File: config.mk
export PLATFORM = sky130hd
export DESIGN_NAME = radix_integer_text_parser_core
export DESIGN_NICKNAME = d
export VERILOG_FILES = /design/src/hw/rtl/ritp_pkg.sv /design/src/hw/rtl/ritp_front.sv /design/src/hw/rtl/ritp_queue.sv /design/src/hw/rtl/ritp_back.sv /design/src/hw/rtl/radix_integer_text_parser_core.sv
export SDC_FILE = /design/constraint.sdc
export NUM_CORES = 1
export LEC_CHECK = 0
export ABC_AREA = 1
export ABC_CLOCK_PERIOD_IN_PS = 7000
export CAP_MARGIN = 20
export CELL_PAD_IN_SITES_DETAIL_PLACEMENT = 1
export CELL_PAD_IN_SITES_GLOBAL_PLACEMENT = 1
export CORE_ASPECT_RATIO = 1.4
export CORE_MARGIN = 1
export CORE_UTILIZATION = 45
export CTS_CLUSTER_DIAMETER = 40
export DETAILED_ROUTE_END_ITERATION = 6
export DONT_BUFFER_PORTS = 1
export GPL_TIMING_DRIVEN = 0
export HOLD_SLACK_MARGIN = 0.08
export PLACE_DENSITY_LB_ADDON = 0.12
export SLEW_MARGIN = 30
export SYNTH_ARGS = -nofsm -noshare
export SYNTH_HDL_FRONTEND = slang
export SYNTH_HIERARCHICAL = 1
export SYNTH_SLANG_ARGS = --single-unit
File: constraint.sdc
create_clock -name i_clk -period 7 [get_ports i_clk]
set_input_delay 0.35 -clock i_clk [delete_from_list [all_inputs] [get_ports i_clk]]
set_output_delay 0.35 -clock i_clk [all_outputs]
set_load 0.03 [all_outputs]
File: src/hw/rtl/ritp_pkg.sv
// ----------------------------------------------------------------------------
// ritp_pkg: shared types and constants of the radix integer text parser
// Field widths, character classes, parse phases and the queue entry.
// ----------------------------------------------------------------------------
package ritp_pkg;

    localparam int VALUE_WIDTH     = 64;
    localparam int COUNT_WIDTH     = 16;
    localparam int CH_WIDTH        = 8;
    localparam int RADIX_WIDTH     = 6;
    localparam int CFG_INDEX_WIDTH = 1;
    localparam int QUEUE_DEPTH     = 2;
    localparam int QUEUE_PTR_WIDTH = $clog2(QUEUE_DEPTH);

    localparam int MAX_RADIX = 36;
    localparam int HEX_RADIX = 16;
    localparam int OCT_RADIX = 8;
    localparam int DEC_RADIX = 10;

    // digit code for a byte that is no digit or letter: never below a base
    localparam logic [RADIX_WIDTH-1:0] DIGIT_NONE = '1;

    // configuration register indexes
    localparam logic [CFG_INDEX_WIDTH-1:0] REG_RADIX       = 1'b0;
    localparam logic [CFG_INDEX_WIDTH-1:0] REG_SIGNED_MODE = 1'b1;

    typedef enum logic [2:0] {
        PH_IDLE,
        PH_SPACE,
        PH_PREFIX,
        PH_ZERO,
        PH_HEXX,
        PH_DIGITS
    } t_phase;

    // one classified character, with the configuration it was taken under
    typedef struct packed {
        logic                   first;
        logic [RADIX_WIDTH-1:0] digit;
        logic                   is_ws;
        logic                   is_plus;
        logic                   is_minus;
        logic                   is_zero;
        logic                   is_x;
        logic [RADIX_WIDTH-1:0] radix;
        logic                   signed_mode;
    } t_item;

endpackage

File: src/hw/rtl/ritp_front.sv
// ----------------------------------------------------------------------------
// ritp_front: request intake and character classification
// Holds the configuration registers, classifies each character and pushes it
// into the queue together with the current configuration.
// ----------------------------------------------------------------------------
module ritp_front (
    input  logic                                i_clk,
    input  logic                                i_rst_n,
    input  logic                                i_valid,
    output logic                                o_ready,
    input  logic [ritp_pkg::CH_WIDTH-1:0]       i_ch,
    input  logic                                i_first,
    input  logic                                i_cfg_valid,
    output logic                                o_cfg_ready,
    input  logic [ritp_pkg::CFG_INDEX_WIDTH-1:0] i_cfg_index,
    input  logic [ritp_pkg::RADIX_WIDTH-1:0]    i_cfg_data,
    input  logic                                i_full,
    output logic                                o_push,
    output ritp_pkg::t_item                     o_item
);

    logic [ritp_pkg::RADIX_WIDTH-1:0] r_radix;
    logic                             r_signed_mode;
    logic [ritp_pkg::CH_WIDTH-1:0]    w_off;

    assign o_cfg_ready = 1'b1;
    assign o_ready     = !i_full;
    assign o_push      = i_valid && !i_full;

    always_ff @(posedge i_clk) begin
        if (!i_rst_n) begin
            r_radix       <= ritp_pkg::RADIX_WIDTH'(ritp_pkg::DEC_RADIX);
            r_signed_mode <= 1'b1;
        end else if (i_cfg_valid) begin
            case (i_cfg_index)
                ritp_pkg::REG_RADIX:       r_radix       <= i_cfg_data;
                ritp_pkg::REG_SIGNED_MODE: r_signed_mode <= i_cfg_data[0];
                default: ;
            endcase
        end
    end

    // offset from the character to its digit value
    always_comb begin
        w_off = i_ch;
        if (i_ch inside {["0":"9"]}) begin
            w_off = i_ch - 8'd48;
        end else if (i_ch inside {["A":"Z"]}) begin
            w_off = i_ch - 8'd55;
        end else if (i_ch inside {["a":"z"]}) begin
            w_off = i_ch - 8'd87;
        end
    end

    always_comb begin
        o_item.first       = i_first;
        o_item.is_ws       = (i_ch == 8'd32) || (i_ch inside {[8'd9:8'd13]});
        o_item.is_plus     = (i_ch == "+");
        o_item.is_minus    = (i_ch == "-");
        o_item.is_zero     = (i_ch == "0");
        o_item.is_x        = (i_ch == "x") || (i_ch == "X");
        o_item.radix       = r_radix;
        o_item.signed_mode = r_signed_mode;
        if (i_ch inside {["0":"9"], ["A":"Z"], ["a":"z"]}) begin
            o_item.digit = w_off[ritp_pkg::RADIX_WIDTH-1:0];
        end else begin
            o_item.digit = ritp_pkg::DIGIT_NONE;
        end
    end

endmodule

File: src/hw/rtl/ritp_queue.sv
// ----------------------------------------------------------------------------
// ritp_queue: short queue between front and back
// Two entries of classified characters; either side may stall on its own.
// ----------------------------------------------------------------------------
module ritp_queue (
    input  logic            i_clk,
    input  logic            i_rst_n,
    input  logic            i_push,
    input  ritp_pkg::t_item i_item,
    output logic            o_full,
    input  logic            i_pop,
    output logic            o_valid,
    output ritp_pkg::t_item o_item
);

    localparam int PW = ritp_pkg::QUEUE_PTR_WIDTH;

    ritp_pkg::t_item   r_mem [ritp_pkg::QUEUE_DEPTH];
    logic [PW-1:0]     r_wr_ptr;
    logic [PW-1:0]     r_rd_ptr;
    logic [PW:0]       r_fill;
    logic              w_push;
    logic              w_pop;

    assign o_full  = (r_fill == (PW+1)'(ritp_pkg::QUEUE_DEPTH));
    assign o_valid = (r_fill != '0);
    assign o_item  = r_mem[r_rd_ptr];
    assign w_push  = i_push && !o_full;
    assign w_pop   = i_pop && o_valid;

    always_ff @(posedge i_clk) begin
        if (w_push) begin
            r_mem[r_wr_ptr] <= i_item;
        end
    end

    always_ff @(posedge i_clk) begin
        if (!i_rst_n) begin
            r_wr_ptr <= '0;
            r_rd_ptr <= '0;
            r_fill   <= '0;
        end else begin
            if (w_push) begin
                r_wr_ptr <= r_wr_ptr + 1'b1;
            end
            if (w_pop) begin
                r_rd_ptr <= r_rd_ptr + 1'b1;
            end
            r_fill <= r_fill + (PW+1)'(w_push) - (PW+1)'(w_pop);
        end
    end

endmodule

File: src/hw/rtl/ritp_back.sv
// ----------------------------------------------------------------------------
// ritp_back: parse sequencer and accumulator
// Steps the parse phases one character a cycle, unless a result waits to be taken
// when the string ends, runs the multiply-add and holds the result in an output
// register until it is taken.
module ritp_back (
    input  logic                                i_clk,
    input  logic                                i_rst_n,
    input  logic                                i_q_valid,
    input  ritp_pkg::t_item                     i_item,
    output logic                                o_pop,
    output logic                                o_valid,
    input  logic                                i_ready,
    output logic [ritp_pkg::VALUE_WIDTH-1:0]    o_value,
    output logic [ritp_pkg::COUNT_WIDTH-1:0]    o_consumed
);

    localparam int VW = ritp_pkg::VALUE_WIDTH;
    localparam int CW = ritp_pkg::COUNT_WIDTH;
    localparam int RW = ritp_pkg::RADIX_WIDTH;

    ritp_pkg::t_phase r_phase, n_phase;
    logic [VW-1:0]    r_acc, n_acc;
    logic             r_neg, n_neg;
    logic [RW-1:0]    r_base, n_base;
    logic [CW-1:0]    r_count, n_count;
    logic             r_out_valid;
    logic [VW-1:0]    r_out_value;
    logic [CW-1:0]    r_out_count;

    logic             w_clear;
    logic             w_bump;
    logic             w_mac;
    logic             w_emit;
    logic             w_stop;
    logic [CW-1:0]    w_count;
    logic [VW-1:0]    w_acc_src;
    logic [VW+RW-1:0] w_prod;
    logic             w_out_free;
    logic             w_fire;

    // next state: walk the phases for one character
    always_comb begin
        n_phase = r_phase;
        n_base  = r_base;
        n_neg   = r_neg;
        w_count = r_count;
        w_clear = 1'b0;
        w_bump  = 1'b0;
        w_mac   = 1'b0;
        w_emit  = 1'b0;
        w_stop  = 1'b0;
        if (i_item.first) begin
            n_neg   = 1'b0;
            w_count = '0;
            w_clear = 1'b1;
            n_base  = i_item.radix;
            if (i_item.radix == RW'(1) || i_item.radix > RW'(ritp_pkg::MAX_RADIX)) begin
                n_phase = ritp_pkg::PH_IDLE;
                w_emit  = 1'b1;
                w_stop  = 1'b1;
            end else begin
                n_phase = ritp_pkg::PH_SPACE;
            end
        end
        if (!w_stop && n_phase == ritp_pkg::PH_IDLE) begin
            w_stop = 1'b1;
        end
        if (!w_stop && n_phase == ritp_pkg::PH_SPACE) begin
            if (i_item.is_ws) begin
                w_bump = 1'b1;
                w_stop = 1'b1;
            end else begin
                n_phase = ritp_pkg::PH_PREFIX;
                if (i_item.signed_mode && (i_item.is_plus || i_item.is_minus)) begin
                    n_neg  = i_item.is_minus;
                    w_bump = 1'b1;
                    w_stop = 1'b1;
                end
            end
        end
        if (!w_stop && n_phase == ritp_pkg::PH_PREFIX) begin
            if (n_base == '0) begin
                if (i_item.is_zero) begin
                    n_phase = ritp_pkg::PH_ZERO;
                    w_bump  = 1'b1;
                    w_stop  = 1'b1;
                end else begin
                    n_base  = RW'(ritp_pkg::DEC_RADIX);
                    n_phase = ritp_pkg::PH_DIGITS;
                end
            end else if (n_base == RW'(ritp_pkg::HEX_RADIX)) begin
                n_phase = ritp_pkg::PH_HEXX;
                if (i_item.is_zero) begin
                    w_bump = 1'b1;
                    w_stop = 1'b1;
                end
            end else begin
                n_phase = ritp_pkg::PH_DIGITS;
            end
        end
        if (!w_stop && n_phase == ritp_pkg::PH_ZERO) begin
            n_phase = ritp_pkg::PH_DIGITS;
            if (i_item.is_x) begin
                n_base = RW'(ritp_pkg::HEX_RADIX);
                w_bump = 1'b1;
                w_stop = 1'b1;
            end else begin
                n_base = RW'(ritp_pkg::OCT_RADIX);
            end
        end
        if (!w_stop && n_phase == ritp_pkg::PH_HEXX) begin
            n_phase = ritp_pkg::PH_DIGITS;
            if (i_item.is_x) begin
                w_bump = 1'b1;
                w_stop = 1'b1;
            end
        end
        if (!w_stop) begin
            if (i_item.digit < n_base) begin
                w_mac  = 1'b1;
                w_bump = 1'b1;
            end else begin
                w_emit  = 1'b1;
                n_phase = ritp_pkg::PH_IDLE;
            end
        end
    end

    // outputs: datapath values and handshake
    always_comb begin
        w_acc_src  = w_clear ? '0 : r_acc;
        w_prod     = w_acc_src * n_base;
        n_acc      = w_mac ? (w_prod[VW-1:0] + VW'(i_item.digit)) : w_acc_src;
        n_count    = (w_bump && w_count != '1) ? w_count + 1'b1 : w_count;
        w_out_free = !r_out_valid || i_ready;
        w_fire     = i_q_valid && (!w_emit || w_out_free);
        o_pop      = w_fire;
    end

    always_ff @(posedge i_clk) begin
        if (!i_rst_n) begin
            r_phase <= ritp_pkg::PH_IDLE;
            r_acc   <= '0;
            r_neg   <= 1'b0;
            r_base  <= '0;
            r_count <= '0;
        end else if (w_fire) begin
            r_phase <= n_phase;
            r_acc   <= n_acc;
            r_neg   <= n_neg;
            r_base  <= n_base;
            r_count <= n_count;
        end
    end

    always_ff @(posedge i_clk) begin
        if (!i_rst_n) begin
            r_out_valid <= 1'b0;
        end else if (w_fire && w_emit) begin
            r_out_valid <= 1'b1;
        end else if (i_ready) begin
            r_out_valid <= 1'b0;
        end
    end

    // capture the result; negate when a minus sign was taken
    always_ff @(posedge i_clk) begin
        if (w_fire && w_emit) begin
            r_out_value <= n_neg ? (VW'(0) - w_acc_src) : w_acc_src;
            r_out_count <= w_count;
        end
    end

    assign o_valid    = r_out_valid;
    assign o_value    = r_out_value;
    assign o_consumed = r_out_count;

endmodule

File: src/hw/rtl/radix_integer_text_parser_core.sv
// ----------------------------------------------------------------------------
// radix_integer_text_parser_core: streaming strtol-style integer parser
// Front classifies characters, a two-entry queue decouples it from the back,
// which runs the parse phases and the multiply-add.
// ----------------------------------------------------------------------------
// Send one character per request, with first set on the first character of
// each string. The block takes one character every clock cycle, except that
// a terminating one waits until the last result is taken; that figure is set
// by the back stage, which does the whole phase step and one 64-by-6-bit
// multiply-add into the accumulator per cycle. A result (value and consumed
// count) is registered as the back stage takes the terminating character,
// held until taken; intake goes on until the queue fills. The radix and
// signed_mode registers may be written at any time the parser has nothing
// in flight; they take effect for characters requested after the write.
module radix_integer_text_parser_core (
    input  logic                                 i_clk,
    input  logic                                 i_rst_n,
    input  logic                                 i_valid,
    output logic                                 o_ready,
    input  logic [ritp_pkg::CH_WIDTH-1:0]        i_ch,
    input  logic                                 i_first,
    output logic                                 o_valid,
    input  logic                                 i_ready,
    output logic [ritp_pkg::VALUE_WIDTH-1:0]     o_value,
    output logic [ritp_pkg::COUNT_WIDTH-1:0]     o_consumed,
    input  logic                                 i_cfg_valid,
    output logic                                 o_cfg_ready,
    input  logic [ritp_pkg::CFG_INDEX_WIDTH-1:0] i_cfg_index,
    input  logic [ritp_pkg::RADIX_WIDTH-1:0]     i_cfg_data
);

    ritp_pkg::t_item w_push_item;
    ritp_pkg::t_item w_head_item;
    logic            w_push;
    logic            w_full;
    logic            w_pop;
    logic            w_q_valid;

    ritp_front u_front (
        .i_clk       (i_clk),
        .i_rst_n     (i_rst_n),
        .i_valid     (i_valid),
        .o_ready     (o_ready),
        .i_ch        (i_ch),
        .i_first     (i_first),
        .i_cfg_valid (i_cfg_valid),
        .o_cfg_ready (o_cfg_ready),
        .i_cfg_index (i_cfg_index),
        .i_cfg_data  (i_cfg_data),
        .i_full      (w_full),
        .o_push      (w_push),
        .o_item      (w_push_item)
    );

    ritp_queue u_queue (
        .i_clk   (i_clk),
        .i_rst_n (i_rst_n),
        .i_push  (w_push),
        .i_item  (w_push_item),
        .o_full  (w_full),
        .i_pop   (w_pop),
        .o_valid (w_q_valid),
        .o_item  (w_head_item)
    );

    ritp_back u_back (
        .i_clk      (i_clk),
        .i_rst_n    (i_rst_n),
        .i_q_valid  (w_q_valid),
        .i_item     (w_head_item),
        .o_pop      (w_pop),
        .o_valid    (o_valid),
        .i_ready    (i_ready),
        .o_value    (o_value),
        .o_consumed (o_consumed)
    );

endmodule
==> run summary, run 1 <==
The flow ran to the end, but the final reports show violations. The final reports fail on DRC, setup timing. The final standard cell area without fillers came out at approximately 30000 sq um. The worst-case IR drop observed on VDD is 283 uV.

The maximum number of pins on one net before global-route repair is between 50 and 60. The primary flip-flop cell chosen by synthesis mapping is sky130_fd_sc_hd__edfxtp_1. The final routed wire length divided by cell count is around 26 um. Yosys printed 6 warnings.

The tightest slew margin relative to the limit came out at 27.3%. Once placement finished, the instance area stood at 24000 sq um. The maximum fanout encountered on the critical timing path came out at 6. The multi-input combinational cells in the finished layout cover a total of approximately 18000 sq um. The number of slew-limit violations in the final report is 0.

The final-report hold violation count came out at 0. The clock root buffer master is sky130_fd_sc_hd__clkbuf_16. The weighted congestion at the end of routability-driven global placement is roughly 0.95. In this run the worst hold path is classified as input pin to flip-flop. Setup slack on the critical path of the routed design comes to -0.350 ns. The global router's overall resource usage came out at between 30% and 40%.

The number of cells on the worst hold path is 3. The type of element capturing the critical path is a flip-flop. The critical path data required time is ~7.5 ns. The number of cells produced by synthesis is about 3k.

The mean instance size in the synthesized netlist came out at slightly below 8 sq um. The reported leakage power is about 13 nW. The post-layout minimum cycle time came out at between 7 and 8 ns. The part of the cycle the worst path needs came out at 105%. Setup repair after global routing could not meet its margin everywhere. The first global-routing pass estimated about 140000 um of wire. The initial detailed-routing violation count is roughly 1.2k. The overall via count from detail_route came out at between 20k and 25k. The max-capacitance violation count is 0. The depth of the worst register-to-register path came out at 40. The clock skew came out at 0.0324 ns. After detailed routing, the total wire length is a little under 100000 um. STA classifies the critical path startpoint as a flip-flop.

The via count of the first global-routing pass came out at ~24k. At the pin with the least slew margin, the transition time is between 1 and 1.5 ns. The most numerous cell type found on the critical path is sky130_fd_sc_hd__nand2_2.

The floorplan step set the die height to around 270 um. The count of fill cells added during filler insertion is ~5.8k. The initial antenna violation count is 2. The number of nets handed over by synthesis was 3327.

For the worst-skew pair, the clock arrives at the later sink with an insertion delay of 0.59 ns. In this run the count of I/O pins placed on the die edge is around 100. The placement row count is 97.

The number of port buffers came out at 0. The sequential standard cell area is between 5000 and 6000 sq um. The placed wire-length estimate after detailed placement is around 68000 um. The setup path with the least slack is of type flip-flop to flip-flop. The residual DRC count came out at 10.

The initial utilization of the core area, before any placement, comes to a little under half. The total overflow reported by the global router came out at 0. The cell area that synthesis handed to floorplanning was 23100 sq um. The highest cell delay on the worst timing path came out at around 0.53 ns.

The die footprint is 52300 sq um. The library cell used most frequently in the layout, excluding fill and tap cells, is sky130_fd_sc_hd__nor2_1. The sequential-to-total area share from yosys stat came out at around a quarter. The area inside the core boundary came out at 50400 sq um. The die width is between 150 and 200 um. Excluding fillers, the count of instances in the completed layout stands at 3797.

No sink is reached through more buffers than the 3 on the longest clock path. Before antenna repair, the detailed router went through 7 iterations. The level count of the clock H-tree came out at 2. The number of nets in the layout is 3525.

The number of library cell types mapped by synthesis came out at 62. Data arrives at the worst endpoint at between 7 and 8 ns. The flip-flop and latch count after synthesis is around 220. The layout cell share with drive strength beyond 1 came out at between 20% and 30%. OpenSTA, run right after detailed placement, puts the worst setup slack at -2.73 ns.

The number of nets still failing antenna checks after routing came out at 0. TritonCTS built the clock tree. The reg-to-reg setup timing slack came out at -0.35 ns. The sink count of the clock tree is 221. For this run, asynchronously set or reset flops after synthesis account for 0%. The core utilization of the finished layout is slightly below 60%. The library cells used most frequently in the layout, excluding fill and tap cells, are sky130_fd_sc_hd__nor2_1, sky130_fd_sc_hd__nand2_1, sky130_fd_sc_hd__inv_1, sky130_fd_sc_hd__fa_1, sky130_fd_sc_hd__o21ai_0. After routing, the total negative slack on setup checks comes to -3.97 ns. The number of synthesized flops with an enable pin came out at between 100 and 150. The CTS clock-pin slew for the worst setup and hold paths came out at ~0.06 ns. Among all stages on the critical path, the largest delay is contributed by sky130_fd_sc_hd__fa_1. TritonCTS created 43 clock buffers. Timing would allow up to between 100 and 150 MHz. The per-cell via count in the routed design came out at approximately 5.8. The total power divided by cell area came out at 483 nW/um^2. The number of setup violations in the final report came out at 32. The number of placed instances, taps included, is around 3.6k. The area growth from synthesis to layout came out at 27.8%.
stage by stage:
step,power (mW),hold slack (ns)
finish,14.3,0.0942
detailed placement,9.36,0.439
CTS,13.0,0.0870
global route,14.9,0.0944
global placement,9.14,0.430
floorplan,6.92,0.420
repair_timing:
action | in CTS | in global routing
cloned | 2 | 3
pin swaps | 60 | 160
hold buffers | 18 | 0
gates resized for setup | 345 | 305
setup endpoints to repair | 60 | 68
buffers inserted | 96 | 46
hold endpoints to repair | 26 | 0
flip-flops by register name, indices dropped and copies added (netlist names), named ones only:
name                   flops
u_queue/r_fill             2
u_back/r_phase             3
u_back/r_base              6
u_front/r_signed_mode      1
u_back/r_neg               1
u_front/r_radix            6
u_back/o_value            64
u_queue/r_rd_ptr           1
u_back/o_consumed         16
u_queue/r_mem             38
u_queue/r_wr_ptr           1
u_back/r_acc              64
u_back/o_valid             1
u_back/r_count            16
area by class of cell:
class	instances	share of cell area [%]
inverter	333	4.33
clock buffer	45	3.74
buffer	98	2.94
tap	643	2.72
multi-input combinational	2261	60.5
sequential	221	19.0
clock inverter	35	1.74
timing repair buffer	160	4.97
antenna	1	0.00847
critical path: cells and delay by family (launching register included):
| kind | cells | cell delay [ns] |
|---|---|---|
| muxes | 1 | 0.34 |
| adders and majority gates | 5 | 2.01 |
| AOI/OAI and AO/OA | 6 | 1.01 |
| and+or+nand+nor | 19 | 2.35 |
| DFF | 1 | 0.41 |
| buffers and inverters | 9 | 1.09 |
where the power goes:
part           total (mW)  internal (mW)  leakage, nW  switching, mW
Combinational        9.35           3.39         10.6           5.95
Clock                2.37           1.54        0.794          0.827
Sequential           2.55           1.96         1.94          0.593
Total                14.3           6.89         13.3           7.37
worst paths after layout:
path	from	end
setup reg to reg	flip-flop	u_back/r_acc[63]
setup / recovery	flip-flop	u_back/r_acc[63]
hold reg to reg	u_back/r_acc[7]	u_back/r_acc[7]
hold / removal	i_ch[2]	u_queue/r_mem[0][10]
synthesized netlist by cell type (4+ instances only):
master	number	share of area, %
sky130_fd_sc_hd__a211oi_2	7	0.38
sky130_fd_sc_hd__a21boi_0	5	0.16
sky130_fd_sc_hd__a21o_1	4	0.13
sky130_fd_sc_hd__a21oi_1	171	3.7
sky130_fd_sc_hd__a31oi_1	32	0.87
sky130_fd_sc_hd__buf_1	12	0.19
sky130_fd_sc_hd__buf_2	25	0.54
sky130_fd_sc_hd__buf_4	7	0.23
sky130_fd_sc_hd__buf_6	10	0.49
sky130_fd_sc_hd__clkbuf_1	50	0.81
sky130_fd_sc_hd__clkinv_1	5	0.081
sky130_fd_sc_hd__dfxtp_1	103	8.9
sky130_fd_sc_hd__edfxtp_1	118	15
sky130_fd_sc_hd__fa_1	240	21
sky130_fd_sc_hd__ha_1	146	7.9
sky130_fd_sc_hd__inv_1	316	5.1
sky130_fd_sc_hd__inv_2	10	0.16
sky130_fd_sc_hd__mux2_2	9	0.44
sky130_fd_sc_hd__mux2_4	10	0.65
sky130_fd_sc_hd__nand2_1	490	8.0
sky130_fd_sc_hd__nand2_2	14	0.38
sky130_fd_sc_hd__nand3_1	77	1.7
sky130_fd_sc_hd__nand3_2	6	0.26
sky130_fd_sc_hd__nand4_1	20	0.54
sky130_fd_sc_hd__nor2_1	607	9.9
sky130_fd_sc_hd__nor2_2	5	0.14
sky130_fd_sc_hd__nor2_4	4	0.19
sky130_fd_sc_hd__nor3_1	27	0.58
sky130_fd_sc_hd__nor4_1	7	0.19
sky130_fd_sc_hd__o211ai_1	12	0.39
sky130_fd_sc_hd__o21a_1	6	0.19
sky130_fd_sc_hd__o21ai_0	175	3.8
sky130_fd_sc_hd__o21ai_1	19	0.41
sky130_fd_sc_hd__xnor2_1	33	1.3
sky130_fd_sc_hd__xor2_1	100	3.8
layer usage:
metal  vias up  GRT usage, %  part of all wire [%]
li1       9801             -                     -
met1     11300          37.8                    35
met2       760          65.3                    52
met3       346          4.72                   4.8
met4         2          25.9                   7.8
met5         -             0                 0.011
kinds of logic after synthesis:
kind of cell             count (synthesis)  share of synthesized area (%)
XOR/XNOR                               133                           5.04
adder cells (fa/ha/maj)                386                           28.7
other                                    1                         0.0162
flip-flops                             221                           24.3
AO/OA/AOI/OAI                          454                           10.9
buffers and inverters                  438                           7.77
multiplexers                            19                           1.09
AND/OR/NAND/NOR                       1268                           22.2
Power figures use the tool's default switching activity.
==> inputs of run 2 (changes only) <==
--- a/config.mk
+++ b/config.mk
@@ -5,7 +5,6 @@
 export SDC_FILE = /design/constraint.sdc
 export NUM_CORES = 1
 export LEC_CHECK = 0
-export ABC_AREA = 1
 export ABC_CLOCK_PERIOD_IN_PS = 7000
 export CAP_MARGIN = 20
 export CELL_PAD_IN_SITES_DETAIL_PLACEMENT = 1
==> run 2 against run 1 <==
The run ends with setup timing left. Via count shrank 8.9%. Sequential power shrank 13%. Clock power shrank 18%. Utilization shrank 1.2 points. Combinational power shrank 58%. First-iteration DRC count grew 10%. Die area shrank 4.5%. Critical path type unchanged. Critical endpoint is now u_back/r_acc[36]. Largest power group unchanged. Highest routed layer unchanged.
==> run summary, run 2 <==
Before antenna repair, the detailed router went through 6 iterations. The area inside the core boundary is 48300 sq um. The die width came out at around 190 um. The sum of routed wire length over all layers came out at about 86000 um.

The tightest slew margin relative to the limit is 30.6%. Buffers placed on the I/O ports in this run total 0. The maximum achievable frequency came out at about 120 MHz. Sorting the synthesized cells by how often they occur yields sky130_fd_sc_hd__nor2_1, sky130_fd_sc_hd__fa_1, sky130_fd_sc_hd__nand2_1, sky130_fd_sc_hd__ha_1, sky130_fd_sc_hd__a21oi_1. The total power divided by cell area is ~290 nW/um^2.

The minimum setup slack in the final design is -1.08 ns. The number of cells produced by synthesis came out at between 2k and 2.5k. The number of cells on the worst hold path is 2. The post-synthesis net count is between 2k and 3k. CTS placed an instance of sky130_fd_sc_hd__clkbuf_16 at the clock tree root. Detailed placement finished with a half-perimeter wire length of between 60000 and 70000 um. Summed over all nets, the switching power comes to between 3 and 4 mW.

The level count of the clock H-tree is 2. The initial antenna violation count came out at 1. The total I/O pin count is 104.

The largest individual stage delay along the critical path comes from the cell sky130_fd_sc_hd__fa_1. The post-layout minimum cycle time came out at 8.08 ns. The total overflow reported by the global router came out at 0. The CTS clock-pin slew for the worst setup and hold paths came out at ~0.060 ns. The number of library cell types mapped by synthesis is approximately 90. The worst hold slack came out at 0.122 ns. The library cell used most frequently in the layout, excluding fill and tap cells, is sky130_fd_sc_hd__nor2_1.

Net switching is 48.6% of the power. The endpoint identified for the worst register-to-register timing path is u_back/r_acc[36]. The number of diodes is 0. The reg-to-reg setup timing slack came out at -1.08 ns. The final-report hold violation count was 0.

The checks that failed: setup timing. The highest cell delay on the worst timing path is between 0.5 and 0.6 ns. For this run, the leading register cell type out of synthesis is sky130_fd_sc_hd__edfxtp_1. The worst setup path is captured at a flip-flop. The max-capacitance violation count came out at 0. The maximum number of pins on one net before global-route repair came out at 26. The cell-internal power is between 4 and 5 mW. The origin of the worst min-delay path is i_ch[6]. The sequential-to-total area share from yosys stat is 25.4%. Yosys instantiated no cell more often than sky130_fd_sc_hd__nor2_1. The cell repeated most along the worst path is sky130_fd_sc_hd__buf_12. The summed instance area of the synthesized netlist came out at between 20000 and 25000 sq um. The clock arrives with 0.0336 ns of skew.

The overall via count from detail_route is 20.2k. The worst-skew pair later-pin latency is between 0.5 and 0.6 ns. The clock buffer count from CTS is 39. The worst setup path is launched from a flip-flop.

The initial core utilization is 45.7%. The flow ran to the end, but the final reports show violations. The count of nets left with antenna violations once routing finished came out at 0. TritonCTS built the clock tree. The relative contribution of the clock network to total power came out at roughly a quarter.

Counting flops with a built-in enable in the synthesized netlist gives about 120. The analysis attributes to cell leakage a power of between 10 and 15 nW. The floorplan step set the die height to 264 um. The sequential share of power is a little over a quarter. Dividing the detail-routed wire length by the instance count gives between 20 and 30 um. The maximum number of buffers from clock root to sink came out at 3. The depth of the worst register-to-register path is 34. For this block, the initial DRC count from the detailed router was around 1.3k. The maximum fanout encountered on the critical timing path came out at 10. The average instance in the mapped netlist occupies roughly 9 sq um. The global router's overall resource usage is 34.3%. The min-delay analysis places its worst path in the category input pin to flip-flop. The per-cell via count in the routed design is about 6.2.

The final standard cell area without fillers is approximately 28000 sq um. The maximum resistive drop on vdd is around 280 uV. The layout cell share with drive strength beyond 1 is 20.5%. The flip-flop and latch count after synthesis is about 220. The sink count of the clock tree is roughly 220. The post-detailed-placement cell area is about 23000 sq um. The slew at the pin with the worst max-slew slack came out at 1.04 ns. The number of slew-limit violations in the final report is 0. The die footprint came out at roughly 50000 sq um. The via count of the first global-routing pass is ~22k. The async set or reset register ratio after synthesis came out at 0%. The post-synthesis cell type with the largest combined area is sky130_fd_sc_hd__fa_1.

The library cells used most frequently in the layout, excluding fill and tap cells, are sky130_fd_sc_hd__nor2_1, sky130_fd_sc_hd__fa_1, sky130_fd_sc_hd__nand2_1, sky130_fd_sc_hd__edfxtp_1, sky130_fd_sc_hd__ha_1. The area growth from synthesis to layout is 25.5%. The combinational group share of total power is roughly half. The number of setup violations in the final report came out at 51. For hold timing, the worst endpoint is u_queue/r_mem[0][11].

The critical path data required time came out at about 7.5 ns. By area the synthesized netlist is led by sky130_fd_sc_hd__fa_1, sky130_fd_sc_hd__edfxtp_1, sky130_fd_sc_hd__dfxtp_1, sky130_fd_sc_hd__nor2_1, sky130_fd_sc_hd__ha_1. Setup repair after global routing could not meet its margin everywhere. The worst setup path is of the flip-flop to flip-flop kind.

The placement row count is 95. Summed over its instances, the top area cell type makes up between 20% and 30% of the synthesized netlist area. The first global-routing pass estimated around 130000 um of wire.

The residual DRC count came out at 0. For the worst setup path, the data arrival time is around 8.5 ns. The weighted congestion at the end of routability-driven global placement is roughly 0.95. The number of warnings reported in the yosys synthesis log is 6.

The part of the cycle the worst path needs is 115%. The final layout contains approximately 3k nets.
==> run 2: cell count changes after synthesis, moves of 33 or more <==
cell	previous run	this run
sky130_fd_sc_hd__a21o_1	4	45
sky130_fd_sc_hd__a21oi_1	171	138
sky130_fd_sc_hd__a22oi_1	0	56
sky130_fd_sc_hd__clkbuf_1	50	88
sky130_fd_sc_hd__inv_1	316	92
sky130_fd_sc_hd__nand2_1	490	194
sky130_fd_sc_hd__nor2_1	607	520
sky130_fd_sc_hd__nor2b_1	0	39
sky130_fd_sc_hd__o21ai_0	175	75
sky130_fd_sc_hd__xor2_1	100	41
==> run 2: cell type report <==
cell class / count / area, sq um
Buffer: 122 / 963
Clock buffer: 40 / 980
Clock inverter: 32 / 364
Fill cell: 5419 / 20600
Inverter: 95 / 364
Multi-Input combinational cell: 2004 / 17300
Sequential cell: 221 / 5610
Tap cell: 630 / 788
Timing Repair Buffer: 129 / 1280
==> run 2: routing by layer <==
layer	vias to the layer above	part of all wire, %	track usage (%)
met4	2	7.4	20.7
met1	10300	37	38.4
li1	8788	-	-
met2	793	51	61.2
met5	-	0.013	0
met3	312	5.1	4.94
==> run 2: stage by stage <==
stage / worst slack, ns / power, mW / utilization (%) / TNS (ns) / instances
finish: -1.08 / 8.07 / 57.4 / -33.01 / 3273
global route: -1.28 / 8.31 / 57.4 / -43.29 / 3273
CTS: -1.03 / 7.88 / 55.5 / -24.33 / 3236
detailed placement: -3.32 / 5.35 / 48.7 / -217.36 / 3082
global placement: -3.20 / 5.20 / 48.5 / -303.58 / 3077
floorplan: -0.299 / 4.05 / - / -2.23 / 2447
==> run 2: critical path: cells and delay by family, from the launching register on <==
family,cells,cell delay (ns)
adders and majority gates,5,2.09
AOI/OAI and AO/OA,12,2.82
xor gates and xnor gates,1,0.14
muxes,1,0.33
and+or+nand+nor,5,0.72
DFF,1,0.33
buffers and inverters,10,1.47
==> run 2: power groups by stage <==
stage | clock network (mW) | registers (mW) | logic (mW)
after detailed placement | 0 | 2.23 | 3.12
after CTS | 1.98 | 2.21 | 3.69
after global placement | 0 | 2.24 | 2.97
after global routing | 2.02 | 2.23 | 4.06
final | 1.94 | 2.21 | 3.92
after floorplan | 0 | 2.19 | 1.86
==> run 2: cells by family after synthesis <==
kind of cell	share of synthesized area (%)
and+or+nand+nor	19.9
muxes	1.75
xor gates and xnor gates	4.17
adders and majority gates	30.1
buffers and inverters	4.07
other	0.0170
AOI/OAI and AO/OA	14.6
DFF	25.4
==> run 2: worst max path at each step <==
stage / startpoint / to / cells after the start
6_report: flip-flop / u_back/r_acc[36] / 34
5_1_grt: flip-flop / u_back/r_acc[43] / 39
4_1_cts: flip-flop / u_back/r_acc[60] / 36
3_5_place_dp: flip-flop / u_back/r_acc[59] / 26
3_3_place_gp: flip-flop / u_back/r_acc[59] / 26
2_1_floorplan: flip-flop / u_back/r_acc[60] / 32
==> run 2: repair_timing <==
action	in CTS	in global routing
gates resized for setup	259	140
hold buffers	13	0
hold endpoints to repair	22	0
pin swaps	89	111
cloned	2	0
buffers inserted	72	42
setup endpoints to repair	172	55
